===== config.mk =====
export PLATFORM = sky130hd
export DESIGN_NAME = hpe_init
export DESIGN_NICKNAME = d
export VERILOG_FILES = /design/src/rtl/hpe_pkg.sv /design/src/rtl/hpe_init.sv
export SDC_FILE = /design/constraint.sdc
export NUM_CORES = 1
export LEC_CHECK = 0
export BUFFER_PORTS_ARGS = -buffer_cell sky130_fd_sc_hd__clkbuf_2
export CAP_MARGIN = 20
export CORE_ASPECT_RATIO = 1.1
export CORE_UTILIZATION = 43
export DETAILED_ROUTE_END_ITERATION = 10
export GPL_TIMING_DRIVEN = 0
export PLACE_DENSITY = 0.8
export RECOVER_POWER = 100
export SLEW_MARGIN = 20
export SYNTH_ARGS = -nofsm -noshare
export SYNTH_HDL_FRONTEND = slang
export SYNTH_SLANG_ARGS = --single-unit

===== constraint.sdc =====
create_clock -name clk -period 5.2 [get_ports clk]
set_clock_uncertainty 0.15 [all_clocks]
set_input_delay 0.52 -clock clk [delete_from_list [all_inputs] [get_ports clk]]
set_output_delay 0.52 -clock clk [all_outputs]
set_load 0.005 [all_outputs]

===== src/rtl/hpe_pkg.sv =====
// ----------------------------------------------------------------------------
// hpe_pkg
// Shared types, constants and arithmetic helpers of the polynomial value and
// slope evaluator: fixed-point word types, saturating add, rounded product
// and saturating scale by a small integer.
// ----------------------------------------------------------------------------
package hpe_pkg;

  // Number format: signed fixed point, WORD_BITS wide, FRAC_BITS fraction bits.
  localparam int WORD_BITS  = 32;
  localparam int FRAC_BITS  = 16;
  localparam int PROD_BITS  = 2 * WORD_BITS;
  localparam int HI_BITS    = PROD_BITS - FRAC_BITS - WORD_BITS + 1;
  localparam int SCALE_BITS = WORD_BITS + 4;

  // Polynomial shape: up to degree five, one Horner step per slot.
  localparam int NUM_COEFS   = 6;
  localparam int NUM_SLOTS   = NUM_COEFS - 1;
  localparam int SLOT_BITS   = $clog2(NUM_SLOTS);
  localparam int STEP_STAGES = 3;
  localparam int PIPE_DEPTH  = 1 + NUM_SLOTS * STEP_STAGES;
  localparam int CNT_BITS    = $clog2(PIPE_DEPTH + 1);

  // Configuration port.
  localparam int CFG_IDX_BITS = 3;
  localparam logic [CFG_IDX_BITS-1:0] REG_DEGREE = 3'd0;
  localparam logic [CFG_IDX_BITS-1:0] REG_COEF0  = 3'd1;

  // Degree select codes; the unused code behaves as degree five.
  localparam logic [1:0] DEG_SEL_1 = 2'd0;
  localparam logic [1:0] DEG_SEL_3 = 2'd1;
  localparam logic [1:0] DEG_SEL_5 = 2'd2;

  typedef logic signed [WORD_BITS-1:0] word_t;
  typedef logic signed [PROD_BITS-1:0] prod_t;
  typedef word_t [NUM_COEFS-1:0]       coef_arr_t;

  localparam word_t WORD_MAX = word_t'({1'b0, {(WORD_BITS-1){1'b1}}});
  localparam word_t WORD_MIN = word_t'({1'b1, {(WORD_BITS-1){1'b0}}});
  localparam prod_t ROUND_HALF = prod_t'(1) <<< (FRAC_BITS - 1);

  // A word with its saturation flag.
  typedef struct packed {
    word_t w;
    logic  ovf;
  } sat_word_t;

  // One sample point on its way through the Horner chains.
  typedef struct packed {
    word_t t;
    word_t val;
    word_t der;
    logic  ovf;
  } item_t;

  // After the multiply stage.
  typedef struct packed {
    item_t base;
    prod_t pv;
    prod_t pd;
  } mul_item_t;

  // After the round stage.
  typedef struct packed {
    item_t base;
    word_t rv;
    word_t rd;
  } rnd_item_t;

  // Per-slot settings; the user must keep them constant while items are in flight.
  typedef struct packed {
    word_t val_coef;
    word_t der_coef;
    logic  der_scale_ovf;
    logic  val_active;
    logic  der_active;
  } slot_ctl_t;

  // Saturating sum of two words.
  function automatic sat_word_t sat_add(word_t a, word_t b);
    logic [WORD_BITS:0] s;
    sat_word_t r;
    s = {a[WORD_BITS-1], a} + {b[WORD_BITS-1], b};
    r.ovf = s[WORD_BITS] ^ s[WORD_BITS-1];
    if (r.ovf) begin
      r.w = s[WORD_BITS] ? WORD_MIN : WORD_MAX;
    end else begin
      r.w = word_t'(s[WORD_BITS-1:0]);
    end
    return r;
  endfunction

  // Full product to word: round to nearest, ties away from zero, saturate.
  // A negative product takes half minus one, which rounds its magnitude up.
  function automatic sat_word_t round_product(prod_t p);
    logic [PROD_BITS-1:0] s;
    logic [HI_BITS-1:0]   hi;
    sat_word_t r;
    s  = p + ROUND_HALF - prod_t'(p[PROD_BITS-1]);
    hi = s[PROD_BITS-1:FRAC_BITS+WORD_BITS-1];
    r.ovf = !((&hi) || !(|hi));
    if (r.ovf) begin
      r.w = s[PROD_BITS-1] ? WORD_MIN : WORD_MAX;
    end else begin
      r.w = word_t'(s[FRAC_BITS+WORD_BITS-1:FRAC_BITS]);
    end
    return r;
  endfunction

  // Exact integer multiple of a word by a small factor, saturated.
  function automatic sat_word_t sat_scale(word_t c, logic [2:0] k);
    logic [SCALE_BITS-1:0]  p;
    logic [SCALE_BITS-WORD_BITS:0] hi;
    sat_word_t r;
    p  = {{(SCALE_BITS-WORD_BITS){c[WORD_BITS-1]}}, c} * SCALE_BITS'(k);
    hi = p[SCALE_BITS-1:WORD_BITS-1];
    r.ovf = !((&hi) || !(|hi));
    if (r.ovf) begin
      r.w = p[SCALE_BITS-1] ? WORD_MIN : WORD_MAX;
    end else begin
      r.w = word_t'(p[WORD_BITS-1:0]);
    end
    return r;
  endfunction

endpackage


===== src/rtl/hpe_init.sv =====
// ----------------------------------------------------------------------------
// hpe_init
// Entry stage: picks the leading coefficient for the selected degree and its
// scaled form as the start of the value and slope chains.
// ----------------------------------------------------------------------------
module hpe_init import hpe_pkg::*; (
  input  logic       clk,
  input  logic       rst_n,
  input  logic [1:0] degree,
  input  coef_arr_t  coefs,
  input  logic       in_valid,
  output logic       in_ready,
  input  word_t      in_t,
  output logic       out_valid,
  input  logic       out_ready,
  output item_t      out_item
);

  logic       valid_r;
  item_t      item_r;
  item_t      item_nxt;
  word_t      lead;
  logic [2:0] lead_deg;
  sat_word_t  lead_scaled;

  // Leading coefficient and its degree.
  always_comb begin
    case (degree)
      DEG_SEL_1: begin
        lead     = coefs[1];
        lead_deg = 3'd1;
      end
      DEG_SEL_3: begin
        lead     = coefs[3];
        lead_deg = 3'd3;
      end
      default: begin
        lead     = coefs[5];
        lead_deg = 3'd5;
      end
    endcase
    lead_scaled  = sat_scale(lead, lead_deg);
    item_nxt.t   = in_t;
    item_nxt.val = lead;
    item_nxt.der = lead_scaled.w;
    item_nxt.ovf = lead_scaled.ovf;
  end

  assign in_ready = !valid_r || out_ready;

  // Stage valid.
  always_ff @(posedge clk) begin
    if (!rst_n) begin
      valid_r <= 1'b0;
    end else if (in_ready) begin
      valid_r <= in_valid;
    end
  end

  // Stage word.
  always_ff @(posedge clk) begin
    if (in_ready && in_valid) begin
      item_r <= item_nxt;
    end
  end

  assign out_valid = valid_r;
  assign out_item  = item_r;

endmodule


==> impl_metrics.yaml, run 1 <==
worst_setup_path:
  slowest_stage: "fa_1"
  rr_endpoint: "out_item[29]$_DFFE_PP_"
  r2r_cells: 3
  path_max_fanout: 10
  r2r_start: "out_valid$_SDFFE_PN0N_"
  cp.arrival_ns: 4.95
  ff2ff_setup_slack_ns: 3.25
  start_kind: "primary input"
  end_kind: "flip-flop"
  worstSetupPathType: "in2reg"
  path_cells: "clkbuf_2 > clkbuf_4 > clkbuf_4 > nand2_1 > o21a_1 > fa_1 > inv_1 > ha_1 > inv_1 > fa_1 > nand2b_1 > a21oi_2 > o211ai_1 > a2111oi_2 > nor4_1 > xnor2_1 > and2_1 > a31oi_2 > clkbuf_2 > o21ai_0"
  slowest_delay_ns: 0.48
  worst_ep_required_time_ns: 5.14
sta:
  slew_viol_final: 0
  slew_headroom_pct: 54.0
  final-hold-violation-count: 0
  finalCritPeriodShare_pct: 96.3
  fmax_ghz: 0.200
  worst_pin_slew_ns: 0.690
  fin_crit_ns: 5.01
  setup_viol: 0
floorplan:
  core_mm2: 0.0153
  fp.dieArea_mm2: 0.0164
  die_h_um: 134
  io_pins: 329
  num_rows: 47
  fp.dieW_um: 122
  start_util_pct: 44.7
drt:
  viasPerCell: 5.20
  dr.pass1.iters: 5
  wl_per_cell_um: 17.2
  drc: 0
  vias: 5772
  wirelength_mm: 19.1
  ant_nets: 0
  first_iter_violations: 348
clock_tree:
  worstSkewPairLatency_ns: 0.36
  cts_made_buffers: 9
  cts_root_buf: "clkbuf_16"
  cts_sinks: 98
  clkTransAtPathRegs_ns: 0.07
  cts.path.max_buffers: 2
  htree_levels: 3
  cts_hold_buffers: 0
  cts_tree: "yes"
finish:
  layout.nets: 1204
  design_area_mm2: 0.00863
  finish.utilization_pct: 56.5
  final_common_cell: "clkbuf_2"
  drive_gt1_share_pct: 31.6
  final_cell_mix: "238 x clkbuf_2, 97 x edfxtp_1, 88 x inv_1, 70 x nand2_1, 44 x o21ai_0"
  syn_to_final_growth_pct: 26.4
placed_design:
  gp_congestion: 0.837
  dpl.hpwl_mm: 15.3
  dpl-instance-area_mm2: 0.00826
  port_buffers: 231
global_route:
  grt_use_total_pct: 23.9
  antenna_found_initial: 0
  grt_max_degree: 51
  grt_pass1_wl_mm: 29.1
  grt_overflow: 0
  grt_pass1_vias: 5653
flow_run:
  max-cap-violations: 0
synthesis:
  ys_seq_area_share_pct: 43.0
  synth_cell_types: 53
  synth_edf_count: 97
  synth_area_per_cell_um2: 10.3
  ys_ff_latch: 98
  synthesis.area_mm2: 0.00683
  ys_async_sr_fraction_pct: 0
  syn_inst: 662
  syn_nets: 959
  synth_ff_type: "edfxtp_1"
  synth_warnings: 0
min_path:
  min_from: "in_t[26]"
  whs_path_depth: 1
  whs_endpoint: "out_item[91]$_DFFE_PP_"
  hold_class: "in2reg"
pwr:
  p_leak_uw: 0.00417
  design_power_total_uw: 2670
  ir_drop_v: 0.000147
  power_density_mw_per_mm2: 309
run_status:
  status: "completed"
cells by family after synthesis:
| logic type | share of synthesized area (%) |
|---|---|
| AO/OA/AOI/OAI | 14.9 |
| XOR/XNOR | 3.96 |
| adder cells (fa/ha/maj) | 15.9 |
| buffers and inverters | 6.74 |
| flip-flops | 43.0 |
| multiplexers | 4.69 |
| AND/OR/NAND/NOR | 10.8 |
layout make-up:
class,count,area (um2)
inverters,88,330
fillers,1373,6660
clock buffers,10,229
clock inverters,6,55.1
multi-input cells,446,3480
well taps,196,245
repair buffers,234,1190
flip-flops and latches,98,2930
plain buffers,30,159
diodes,1,2.50
synth_stat cells, types with 5 or more instances:
cell type	count	area share (%)
clkbuf_2	5	0.37
nand2b_1	5	0.46
o21a_1	25	2.7
o21ai_0	46	3.4
nand3_1	11	0.81
nor2_1	28	1.5
fa_1	33	9.7
nor3_1	5	0.37
inv_1	88	4.8
o21ai_1	5	0.37
edfxtp_1	97	43
nand4_1	8	0.73
a21oi_1	36	2.6
and2_1	17	1.6
xnor2_1	12	1.5
xor2_1	17	2.2
mux2i_1	32	4.7
a21o_1	14	1.5
clkbuf_1	17	0.93
ha_1	34	6.2
o21bai_1	8	0.88
nand2_1	70	3.8
where the power goes:
| group | internal [uW] | total [uW] | leakage [uW] | switching (uW) |
|---|---|---|---|---|
| logic | 391 | 973 | 0.00310 | 582 |
| registers | 1010 | 1040 | 0.000934 | 29.6 |
| clock network | 335 | 657 | 0.000134 | 322 |
metal layers:
layer / global-route usage [%] / share of wire (%) / up-vias
li1: - / - / 2794
met1: 31.2 / 43 / 2694
met2: 39.1 / 47 / 261
met3: 5.95 / 8.4 / 23
met4: 6.71 / 1.6 / 0
met5: 0 / 0 / -
worst max-delay path: cells and delay by family:
kind,cells,cell delay (ns)
XOR/XNOR,1,0.19
buffers and inverters,6,1.06
AND/OR/NAND/NOR,4,0.63
AO/OA/AOI/OAI,6,1.47
adder cells (fa/ha/maj),3,1.07
worst max path at each step:
stage / slack (ns) / depth (start not counted) / to / start
CTS: 0.02 / 17 / out_item[3]$_DFFE_PP_ / degree[1]
global route: -0.02 / 20 / out_item[14]$_DFFE_PP_ / degree[1]
floorplan: 0.18 / 17 / out_item[0]$_DFFE_PP_ / degree[0]
finish: 0.19 / 20 / out_item[26]$_DFFE_PP_ / degree[1]
detailed placement: -1.21 / 20 / out_item[26]$_DFFE_PP_ / degree[1]
global placement: -1.12 / 18 / out_item[26]$_DFFE_PP_ / degree[1]
sequential cells by signal, indices dropped and copies added, names as in the netlist:
name       count
out_valid      1
out_item      97
through the flow:
stage                     setup TNS [ns]  hold slack [ns]  setup slack, ns  instances
after floorplan                        0            0.387            0.181        662
after detailed placement          -37.29            0.518            -1.21       1090
final                                  0            0.184            0.190       1109
after global routing             -0.0217            0.173          -0.0192       1108
after CTS                              0            0.173           0.0177       1106
after global placement            -34.74            0.498            -1.12       1089
repair_timing:
action,CTS,global route
resized for setup,28,15
buffers inserted,0,2
pin swaps,0,3
setup endpoints to repair,32,32
No activity file was read; power rests on OpenSTA's default activity.
==> inputs of run 2 (changes only) <==
--- a/config.mk
+++ b/config.mk
@@ -6,12 +6,12 @@
 export NUM_CORES = 1
 export LEC_CHECK = 0
 export BUFFER_PORTS_ARGS = -buffer_cell sky130_fd_sc_hd__clkbuf_2
-export CAP_MARGIN = 20
+export CAP_MARGIN = 40
 export CORE_ASPECT_RATIO = 1.1
 export CORE_UTILIZATION = 43
 export DETAILED_ROUTE_END_ITERATION = 10
 export GPL_TIMING_DRIVEN = 0
-export PLACE_DENSITY = 0.8
+export PLACE_DENSITY = 0.83
 export RECOVER_POWER = 100
 export SLEW_MARGIN = 20
 export SYNTH_ARGS = -nofsm -noshare
==> run 2 against run 1 <==
- the flow now finishes with violations (max-capacitance violations, max-slew violations)
- worst setup slack worse by 0.0053 ns
- core utilization is 0.39 points lower
- final cell count is 0.18% higher
- largest cell class unchanged
==> impl_metrics.yaml, run 2 (synthesis results as in run 1) <==
drt:
  ant_nets: 0
  wirelength_mm: 19.4
  dr.pass1.iters: 4
  vias: 5689
  first_iter_violations: 378
  wl_per_cell_um: 17.5
  viasPerCell: 5.12
  drc: 0
sta:
  fmax_ghz: 0.199
  setup_viol: 0
  slew_viol_final: 61
  worst_pin_slew_ns: 2.08
  finalCritPeriodShare_pct: 96.5
  fin_crit_ns: 5.02
  slew_headroom_pct: -38.5
  tns_ns: 0
  finalWorstSetupSlack_ns: 0.185
  final-hold-violation-count: 0
global_route:
  grt_pass1_vias: 5715
  grt_max_degree: 41
  grt_pass1_wl_mm: 29.7
  grt_overflow: 0
  antenna_found_initial: 1
  grt_use_total_pct: 24.1
finish:
  drive_gt1_share_pct: 25.1
  finish.utilization_pct: 56.1
  syn_to_final_growth_pct: 25.6
  final_common_cell: "clkbuf_2"
  final_cell_mix: "178 x clkbuf_2, 97 x edfxtp_1, 88 x inv_1, 70 x nand2_1, 69 x clkbuf_1"
  layout.nets: 1206
  largest_register_ff_count: 97
  fillCellCount: 1418
  finalNonFillerCells: 1111
worst_setup_path:
  path_cells: "clkbuf_2 > clkbuf_4 > clkbuf_4 > nand2_1 > o21a_1 > fa_1 > inv_1 > ha_1 > inv_1 > fa_1 > nand2b_1 > a21oi_4 > o211ai_1 > a2111oi_4 > nor4_1 > xnor2_1 > and2_1 > a31oi_2 > buf_2 > o21ai_0"
  worst_ep_required_time_ns: 5.14
  startpoint: "degree[1]"
  worstSetupPathType: "in2reg"
  critical_path.top_delay_family: "compound AO/OA/AOI/OAI gates"
  r2r_start: "out_valid$_SDFFE_PN0N_"
  slowest_delay_ns: 0.48
  slowest_stage: "fa_1"
  start_kind: "primary input"
  cp.arrival_ns: 4.96
  path_buf_inv: 6
  end_kind: "flip-flop"
  path_max_fanout: 10
run_status:
  failed_checks: "max-capacitance violations, max-slew violations"
  status: "complete, but fails checks"
pwr:
  p_sw_uw: 945
  ir_drop_v: 0.000156
  combPwrFrac_pct: 36.2
  clkPwrFrac_pct: 24.9
  seq_power_share_pct: 38.9
  intPower_uw: 1720
  swShare_pct: 35.4
  power_density_mw_per_mm2: 311
  p_leak_uw: 0.00400
clock_tree:
  cts.path.max_buffers: 2
  cts_tree: "yes"
  htree_levels: 3
  cts_sinks: 98
  cts_root_buf: "clkbuf_16"
  cts_made_buffers: 9
  cts_hold_buffers: 0
  worstSkewPairLatency_ns: 0.35
  clkTransAtPathRegs_ns: 0.08
floorplan:
  io_pins: 329
  num_rows: 47
  start_util_pct: 44.7
  die_h_um: 134
  fp.dieW_um: 122
  core_mm2: 0.0153
  fp.dieArea_mm2: 0.0164
placed_design:
  pre_cts_ws_ns: -1.35
  port_buffers: 231
  placed_cells: 1092
  dpl.hpwl_mm: 15.6
  gp_congestion: 0.855
min_path:
  hold_class: "in2reg"
  min_from: "in_t[17]"
flow_run:
  max-cap-violations: 2
## run 2: cell types whose count changed in the layout (fill, tap and decap cells not counted), moves of 2 or more
cell,delta
and2_0,+2
buf_4,+2
clkbuf_1,+58
clkbuf_2,-60
clkinv_4,+3
clkinvlp_4,-2
inv_8,-2
## run 2: repair_timing
action / CTS / global route
endpoints found under the setup margin: 32 / 32
gates resized for setup: 20 / 22
setup buffers: 0 / 2
hold endpoints to repair: 0 / 0
pin swaps: 1 / 4
## run 2: worst paths after layout
check                      endpoint  slack (ns)  cells past startpoint
max          out_item[29]$_DFFE_PP_        0.18                     20
min          out_item[82]$_DFFE_PP_        0.19                      1
max reg2reg  out_item[70]$_DFFE_PP_        0.49                      4
min reg2reg  out_valid$_SDFFE_PN0N_        0.50                      2
## run 2: power by group through the flow
stage	Sequential [uW]	Clock, uW	Combinational (uW)
after floorplan	1070	0	590
after global placement	1060	0	930
after detailed placement	1060	0	946
after CTS	1040	677	960
after global routing	1050	703	1070
final	1040	664	965
## run 2: through the flow
stage | hold slack [ns] | instance area [um2] | total power, uW
6_report | 0.189 | 8570 | 2670
2_1_floorplan | 0.387 | 6830 | 1660
3_3_place_gp | 0.507 | 8230 | 1990
4_1_cts | 0.178 | 8610 | 2680
5_1_grt | 0.175 | 8570 | 2830
3_5_place_dp | 0.523 | 8280 | 2000
## run 2: layout make-up
| class | instances | area (um2) | area share, % |
|---|---|---|---|
| multi-input cells | 446 | 3490 | 40.7 |
| flip-flops and latches | 98 | 2930 | 34.2 |
| repair buffers | 236 | 1110 | 13.0 |
| inverters | 88 | 330 | 3.85 |
| well taps | 196 | 245 | 2.86 |
| clock buffers | 9 | 225 | 2.63 |
| plain buffers | 30 | 166 | 1.94 |
| clock inverters | 7 | 63.8 | 0.744 |
| diodes | 1 | 2.50 | 0.0292 |
## run 2: worst reg2reg max path, delay by kind of cell, from the launching register on
family | cells | cell delay (ns)
and+or+nand+nor | 2 | 1.38
buffers and inverters | 2 | 2.47
DFF | 1 | 0.32
## run 2: per-layer routing
metal	GRT usage, %	up-vias	routed length [um]
met3	6.55	24	1770
met4	6.03	0	272
met2	39.2	243	8890
met5	0	-	0
met1	31.8	2631	8500
li1	-	2791	-
==> inputs of run 3 (changes only) <==
--- a/config.mk
+++ b/config.mk
@@ -12,7 +12,7 @@
 export DETAILED_ROUTE_END_ITERATION = 10
 export GPL_TIMING_DRIVEN = 0
 export PLACE_DENSITY = 0.83
-export RECOVER_POWER = 100
+export RECOVER_POWER = 50
 export SLEW_MARGIN = 20
 export SYNTH_ARGS = -nofsm -noshare
 export SYNTH_HDL_FRONTEND = slang
==> run 3 against run 2 <==
- the flow still finishes with violations (max-capacitance violations, max-slew violations)
- count of clock-buffer cells in the layout unchanged
- critical path depth is the same
- wire length barely moved
- clock power is essentially flat
- global-route usage is the same
- worst setup slack is essentially flat
- die area stayed put
- cell area rose by 0.47%
==> impl_metrics.yaml, run 3 (synthesis results as in run 1) <==
sta:
  finalCritPeriodShare_pct: 96.4
  fin_crit_ns: 5.02
  fmax_ghz: 0.199
  tns_ns: 0
  worst_pin_slew_ns: 1.65
  setup_viol: 0
  slew_headroom_pct: -10.3
  slew_viol_final: 22
  timing.hold.ws_ns: 0.189
  final-hold-violation-count: 0
finish:
  drive_gt1_share_pct: 25.9
  layout.nets: 1206
  final_common_cell: "clkbuf_2"
  largest_register_ff_count: 97
  syn_to_final_growth_pct: 26.1
  fillCellCount: 1410
  final_cell_mix: "185 x clkbuf_2, 97 x edfxtp_1, 88 x inv_1, 70 x nand2_1, 61 x clkbuf_1"
drt:
  wirelength_mm: 19.4
  drc: 0
  wl_per_cell_um: 17.5
  vias: 5683
  dr.pass1.iters: 4
  first_iter_violations: 395
  viasPerCell: 5.12
  ant_nets: 0
worst_setup_path:
  path_max_fanout: 10
  worstSetupPathType: "in2reg"
  cp.arrival_ns: 4.96
  slowest_stage: "fa_1"
  end_kind: "flip-flop"
  worst_ep_required_time_ns: 5.14
  cp.depth: 20
  path_buf_inv: 6
  critical_path.top_delay_family: "compound AO/OA/AOI/OAI gates"
  slowest_delay_ns: 0.48
  start_kind: "primary input"
  path_cells: "clkbuf_2 > clkbuf_4 > clkbuf_4 > nand2_1 > o21a_1 > fa_1 > inv_1 > ha_1 > inv_1 > fa_1 > nand2b_1 > a21oi_4 > o211ai_1 > a2111oi_4 > nor4_1 > xnor2_1 > and2_1 > a31oi_2 > buf_2 > o21ai_0"
  r2r_cells: 4
floorplan:
  die_h_um: 134
  start_util_pct: 44.7
  io_pins: 329
  core_mm2: 0.0153
  num_rows: 47
  fp.dieW_um: 122
  fp.dieArea_mm2: 0.0164
global_route:
  grt_use_total_pct: 24.1
  grt_max_degree: 41
  antenna_found_initial: 1
  met3_usage_pct: 6.55
  met2_usage_pct: 39.2
  grt_pass1_vias: 5715
  grt_pass1_wl_mm: 29.7
  grt.busiest_layer: "met2"
  grt_overflow: 0
  grtUsageMet1_pct: 31.8
pwr:
  ir_drop_v: 0.000156
  clkPwrFrac_pct: 24.9
  intPower_uw: 1730
  power_density_mw_per_mm2: 310
  seq_power_share_pct: 38.8
  combPwrFrac_pct: 36.3
  swShare_pct: 35.4
  p_leak_uw: 0.00403
  p_sw_uw: 946
clock_tree:
  worstSkewPairLatency_ns: 0.35
  cts_made_buffers: 9
  cts_sinks: 98
  cts_hold_buffers: 0
  clkTransAtPathRegs_ns: 0.08
  cts_root_buf: "clkbuf_16"
  cts_tree: "yes"
  cts.path.max_buffers: 2
  htree_levels: 3
placed_design:
  gp_congestion: 0.855
  port_buffers: 231
  dpl.hpwl_mm: 15.6
min_path:
  hold_class: "in2reg"
  whs_path_depth: 1
run_status:
  status: "complete, but fails checks"
  failed_checks: "max-capacitance violations, max-slew violations"
flow_run:
  max-cap-violations: 1
==> run 3: changes by cell type in the layout (fill, tap and decap cells not counted) <==
cell | previous run | this run
and2_1 | 15 | 16
buf_12 | 0 | 2
buf_2 | 6 | 5
and2_0 | 2 | 1
clkbuf_2 | 178 | 185
clkbuf_1 | 69 | 61
==> run 3: power groups by stage <==
stage                     Sequential (uW)  Clock [uW]  Combinational (uW)
after floorplan                      1070           0                 590
after global placement               1060           0                 930
after detailed placement             1060           0                 946
after CTS                            1040         677                 960
after global routing                 1050         703                1080
final                                1040         665                 970
==> run 3: worst paths after layout <==
path                                from                     end  slack (ns)
setup / recovery               degree[1]  out_item[29]$_DFFE_PP_        0.18
setup reg to reg  out_valid$_SDFFE_PN0N_  out_item[70]$_DFFE_PP_        2.35
hold reg to reg   out_valid$_SDFFE_PN0N_  out_valid$_SDFFE_PN0N_        0.50
hold / removal                  in_t[19]  out_item[84]$_DFFE_PP_        0.19
==> run 3: area by class of cell <==
class | count | area [um2] | area share, %
multi-input cells | 446 | 3490 | 40.5
flip-flops and latches | 98 | 2930 | 34.0
inverters | 88 | 330 | 3.83
plain buffers | 30 | 166 | 1.93
repair buffers | 236 | 1150 | 13.4
diodes | 1 | 2.50 | 0.0291
well taps | 196 | 245 | 2.85
clock inverters | 7 | 63.8 | 0.741
clock buffers | 9 | 225 | 2.61
==> run 3: timing repair <==
item,in CTS,in global routing
endpoints found under the hold margin,0,0
buffers inserted,0,2
pin swaps,1,4
gates cloned,0,0
setup endpoints to repair,32,32
resized for setup,20,22
==> run 3: routing by layer <==
layer	share of wire (%)	vias up	routed length, um
li1	-	2790	-
met1	44	2634	8530
met2	46	235	8880
met3	9.0	24	1740
met4	1.4	0	269
met5	0	-	0
==> run 3: per-stage QoR <==
step / area (um2) / utilization [%] / instances / power, uW / setup slack, ns
3_5_place_dp: 8280 / 54.2 / 1092 / 2000 / -1.35
2_1_floorplan: 6830 / - / 662 / 1660 / 0.181
3_3_place_gp: 8230 / 53.8 / 1089 / 1990 / -1.36
4_1_cts: 8610 / 56.3 / 1108 / 2680 / 0.00183
5_1_grt: 8610 / 56.3 / 1110 / 2830 / -0.0131
6_report: 8610 / 56.3 / 1111 / 2670 / 0.185
